$ cat src/rtl/mfbr_pkg.sv
`timescale 1ns / 1ps
// ----------------------------------------------------------------------------
// mfbr_pkg: shared definitions for the MSB-first bit reader
// Sizes of the byte buffer and of the read window, item kinds and the
// control bundle that drives the shift and merge unit.
// ----------------------------------------------------------------------------
package mfbr_pkg;

	localparam int BUF_BYTES     = 1024;
	localparam int ADDR_W        = $clog2(BUF_BYTES);
	localparam int CNT_W         = ADDR_W + 1;
	localparam int MAX_READ_BITS = 32;
	localparam int BYTE_W        = 8;
	localparam int NUMB_W        = 6;
	localparam int AVAIL_W       = 14;
	localparam int WIN_BYTES     = (MAX_READ_BITS + 7 + BYTE_W - 1) / BYTE_W;
	localparam int WIN_W         = WIN_BYTES * BYTE_W;
	localparam int WCNT_W        = $clog2(WIN_BYTES + 1);
	localparam int SH_W          = $clog2(WIN_W);

	typedef enum logic [1:0] {
		KIND_CLEAR = 2'd0,
		KIND_LOAD  = 2'd1,
		KIND_READ  = 2'd2,
		KIND_NONE  = 2'd3
	} kind_t;

	typedef struct packed {
		logic clear;
		logic shift_en;
	} acc_ctrl_t;

endpackage

$ cat src/rtl/mfbr_accum.sv
`timescale 1ns / 1ps
// ----------------------------------------------------------------------------
// mfbr_accum: byte merge and bit extraction unit
// Collects the fetched bytes into a window one byte per cycle while shift_en
// is set, and cuts the requested bits out with a single right shift and mask.
// ----------------------------------------------------------------------------
module mfbr_accum (
	input  logic                          clk,
	input  mfbr_pkg::acc_ctrl_t           ctrl,
	input  logic [mfbr_pkg::BYTE_W-1:0]   byte_in,
	input  logic [mfbr_pkg::SH_W-1:0]     shift_amt,
	input  logic [mfbr_pkg::NUMB_W-1:0]   bit_len,
	output logic [mfbr_pkg::MAX_READ_BITS-1:0] bits_out
);
	import mfbr_pkg::*;

	logic [WIN_W-1:0]           win_q;
	logic [WIN_W-1:0]           shifted;
	logic [MAX_READ_BITS:0]     mask_wide;

	always_ff @(posedge clk) begin
		if (ctrl.clear) begin
			win_q <= '0;
		end else if (ctrl.shift_en) begin
			win_q <= {win_q[WIN_W-BYTE_W-1:0], byte_in};
		end
	end

	always_comb begin
		shifted   = win_q >> shift_amt;
		mask_wide = ((MAX_READ_BITS+1)'(1) << bit_len) - (MAX_READ_BITS+1)'(1);
		bits_out  = shifted[MAX_READ_BITS-1:0] & mask_wide[MAX_READ_BITS-1:0];
	end

endmodule

$ cat config.mk
export PLATFORM = sky130hd
export DESIGN_NAME = mfbr_accum
export DESIGN_NICKNAME = d
export VERILOG_FILES = /design/src/rtl/mfbr_pkg.sv /design/src/rtl/mfbr_accum.sv
export SDC_FILE = /design/constraint.sdc
export NUM_CORES = 1
export LEC_CHECK = 0
export ABC_AREA = 1
export BUFFER_PORTS_ARGS = -buffer_cell sky130_fd_sc_hd__buf_2
export CORE_ASPECT_RATIO = 0.9
export CORE_UTILIZATION = 55
export DETAILED_ROUTE_END_ITERATION = 16
export PLACE_DENSITY = 0.74
export SETUP_SLACK_MARGIN = 0.4
export SKIP_CTS_REPAIR_TIMING = 1
export SYNTH_ARGS = -nofsm -noshare
export SYNTH_HDL_FRONTEND = slang
export SYNTH_SLANG_ARGS = --single-unit
$ cat constraint.sdc
create_clock -name clk -period 2.76 [get_ports clk]
set_input_delay 0.138 -clock clk [delete_from_list [all_inputs] [get_ports clk]]
set_output_delay 0.138 -clock clk [all_outputs]
set_load 0.03 [all_outputs]
# Word level (Yosys, flattened, before mapping)
# Cells that the tools add are included.
# Widths: inputs -> output; s select.
word_totals:
  output_inout_bits: 32
  elab_cells: 5
  inputBits: 23
  reg_bits: 40
classes:
  shifts: 2
  bitwise_logic: 1
  n_addsub: 1
op_table:
  columns: ["operator", "count"]
  rows:
  - ["$shr 40x6->32", 1]
  - ["$and 32x32->32", 1]
  - ["$shl 1x6->32 const A", 1]
  - ["$sub 32x2->32 const B", 1]

# Depth between registers and ports, before layout
logic_depth:
  word_depth: 3
  mapped_depth: 13
  mapped_depth_nobuf: 12

# Worst setup path after synthesis
# Ideal clock, no wire load.
synth_timing:
  kind: "input to output"
  from: "in bit_len[3] (netlist bit)"
  to: "out bits_out[12] (netlist bit)"
  arrival_time_ns: 1.755
  setup_slack_ns: 0.867
  stages: 12
  t_required_ns: 2.622
  path_buffers: 2
  path_cell_list: "buf_6 inv_2 buf_6 nand4_1 ha_1 nand3_2 inv_2 nand2_4 nor2_2 nand2_1 nand2_1 a21oi_1"
synth_via:
  elab_chain_len: 3
synth_lines:
  columns: ["element", "line_no", "source"]
  rows:
  - ["start: declaration", "mfbr_accum.sv:12", "input logic [mfbr_pkg::NUMB_W-1:0] bit_len,"]
  - ["$shl 1x6->32", "mfbr_accum.sv:31", "mask_wide = ((MAX_READ_BITS+1)'(1) << bit_len) - (MAX_READ_BITS+1)'(1);"]
  - ["$sub 32x2->32", "mfbr_accum.sv:31", null]
  - ["$and 32x32->32", "mfbr_accum.sv:32", "bits_out = shifted[MAX_READ_BITS-1:0] & mask_wide[MAX_READ_BITS-1:0];"]
  - ["end: declaration", "mfbr_accum.sv:13", "output logic [mfbr_pkg::MAX_READ_BITS-1:0] bits_out"]
# Every way passes these cells.

# Final worst setup path
layout_timing:
  from: "reg win_q[39]"
  to: "out bits_out[0] (netlist bit)"
layout_via:
  elab_chain_len: 2
layout_lines:
  columns: ["element", "line_no", "source"]
  rows:
  - ["start: declaration", "mfbr_accum.sv:17", "logic [WIN_W-1:0] win_q;"]
  - ["start signal: assignment", "mfbr_accum.sv:25", "win_q <= {win_q[WIN_W-BYTE_W-1:0], byte_in};"]
  - ["$shr 40x6->32", "mfbr_accum.sv:30", "shifted = win_q >> shift_amt;"]
  - ["$and 32x32->32", "mfbr_accum.sv:32", null]
# Every way passes these cells.

==> flow_summary.yaml <==
critical_path:
  worst_setup_path_end_kind: "primary output"
  worst_ep_arrival_time_ns: 2.11
  crit_path_start_kind: "register"
  crit_path_max_fanout: 3
  critPathRequiredTime_ns: 2.62
  r2r_slack_ns: 1.97
  path_class: "reg -> out"
layout:
  area_growth_pct: 5.47
  num-fill-cells: 915
  regMostFlops: "win_q"
  layout-drive-gt1-share_pct: 13.6
  n_antenna_cell: 0
  final_cell_area_um2: 5210
  finalNetCount: 915
  multi_input_area_um2: 3560
  instances_no_fill: 1011
  top_regs: "win_q x40"
  ff_latch_area_um2: 801
  largest_reg_flops: 40
  utilization_pct: 60.3
logic_synthesis:
  synth_most_common_cell: "nand3_1"
  synth_common_cells: "nand3_1, nand2_1, nor2_1"
  synth_area_leader_cell: "nand3_1"
  async_flop_share_pct: 0
  synth.area.top_cells: "nand3_1, nand2_1, dfxtp_1"
  synth-seq-cells: 40
  yosysWarnings: 0
  syn_inst: 881
  synth-edff-count: 0
  synthFlopType: "dfxtp_1"
  seq_area_frac_synth_pct: 16.2
  synth_nets: 905
  syn_area_um2: 4940
  yosysTopAreaCellShare_pct: 22.7
  avgSynthCellArea_um2: 5.61
  synth_cell_types: 41
sta:
  hold_ws_ns: 0.0807
  tns_ns: 0
  tightest_slew_ns: 0.728
  period_needed_ns: 2.24
  setup_viol: 0
  setup_ws_ns: 0.515
  slew_headroom_pct: 51.5
  finalHoldViolations: 0
  max_freq_mhz: 445
  period_share_pct: 81.3
  drv_slew: 0
  finClkSkew_ns: 0.00828
  rsz0062_at_grt: "false"
clocking:
  clock_path_buffers: 2
  clkTransAtPathRegs_ns: 0.09
  clk_latency_ns: 0.30
  cts_tree: "yes"
  h-tree-depth: 2
  numCtsBuffers: 5
  clock_sinks: 40
  cts-root-buf: "clkbuf_8"
floorplanning:
  die_area_um2: 9370
  core_area_um2: 8650
  die_h_um: 91.9
  die_w_um: 102
  io_pins: 55
  start_util_pct: 57.1
  num_rows: 32
global_route:
  antenna_found_initial: 0
  grt_overflow: 0
  grt_max_degree: 71
  grt_pass1_wl_um: 26700
  track_usage_pct: 36.4
  grt_pass1_vias: 5316
power:
  powerDensity_nw_per_um2: 351
  total_power_mw: 1.83
  ir_drop_mv: 0.342
  power_leakage_nw: 2.53
drt:
  wl_um: 16600
  wl_per_cell_um: 16.4
  num_vias: 6210
  antenna_left: 0
  via_per_inst: 6.14
  dr.pass1.iters: 8
  drc: 0
  first_iter_violations: 692
placement:
  portBuffers: 54
  dp.cells: 1003
  hpwl_um: 13000
  place.gp.congestion: 0.981
  placed_cell_area_um2: 5120
  place_ws_ns: 0.617
outcome:
  status: "completed"
run:
  max_cap_violations: 0
worst_hold_path:
  hp-class: "in -> reg"
power by group:
part	total, mW	switching (mW)	internal (mW)
logic	0.774	0.542	0.233
clock network	0.420	0.216	0.203
registers	0.636	0.0272	0.609
cell usage in the layout (no fill, tap or decap), drive strengths merged, types with 17 or more instances in the layout:
master | synthesis | final
buf | 34 | 63
inv | 63 | 63
a21oi | 27 | 27
nand3 | 229 | 229
o211ai | 33 | 33
a211oi | 27 | 27
nand4 | 17 | 17
dfxtp | 40 | 40
nand2 | 231 | 231
nor2 | 115 | 115
logic make-up (layout without fill, tap and decap cells):
| group | after synthesis | in the layout | share of synthesized area, % |
|---|---|---|---|
| fa+ha+maj | 1 | 1 | 0.253 |
| simple gates | 604 | 604 | 56.2 |
| xor+xnor | 5 | 5 | 0.886 |
| compound gates | 108 | 108 | 14.8 |
| buf+inv | 123 | 134 | 11.7 |
| flops | 40 | 40 | 16.2 |
layout make-up:
class	count	area share, %
clock buffers	7	1.66
clock inverters	1	0.144
repair buffers	63	6.96
well taps	119	2.86
flip-flops and latches	40	15.4
inverters	63	4.63
multi-input cells	718	68.4
metal layers:
metal / GRT usage (%) / share of wire, % / vias up
met5: 0 / 0 / -
met4: 6.79 / 2.3 / 0
met3: 8.99 / 11 / 46
met2: 52.4 / 41 / 344
met1: 54.3 / 46 / 2810
li1: - / - / 3010
worst paths after layout:
| kind | start | end | depth (start not counted) |
|---|---|---|---|
| max | win_q[39] | bits_out[0] | 11 |
| min | byte_in[2] | win_q[2] | 3 |
| max reg2reg | win_q[12] | win_q[20] | 2 |
| min reg2reg | win_q[15] | win_q[15] | 2 |
worst max-delay path, stage by stage (launching register included):
cell and delay, ns:
dfxtp_1 0.34, inv_1 0.06, o21ai_0 0.34, nand2_1 0.08, o21ai_0 0.12, nand2_1 0.10, nand2_1 0.12, nand3_1 0.12
nand3_1 0.21, nand2_1 0.09, inv_1 0.05, buf_2 0.18
Note: power is estimated with default switching activity, not from simulation.
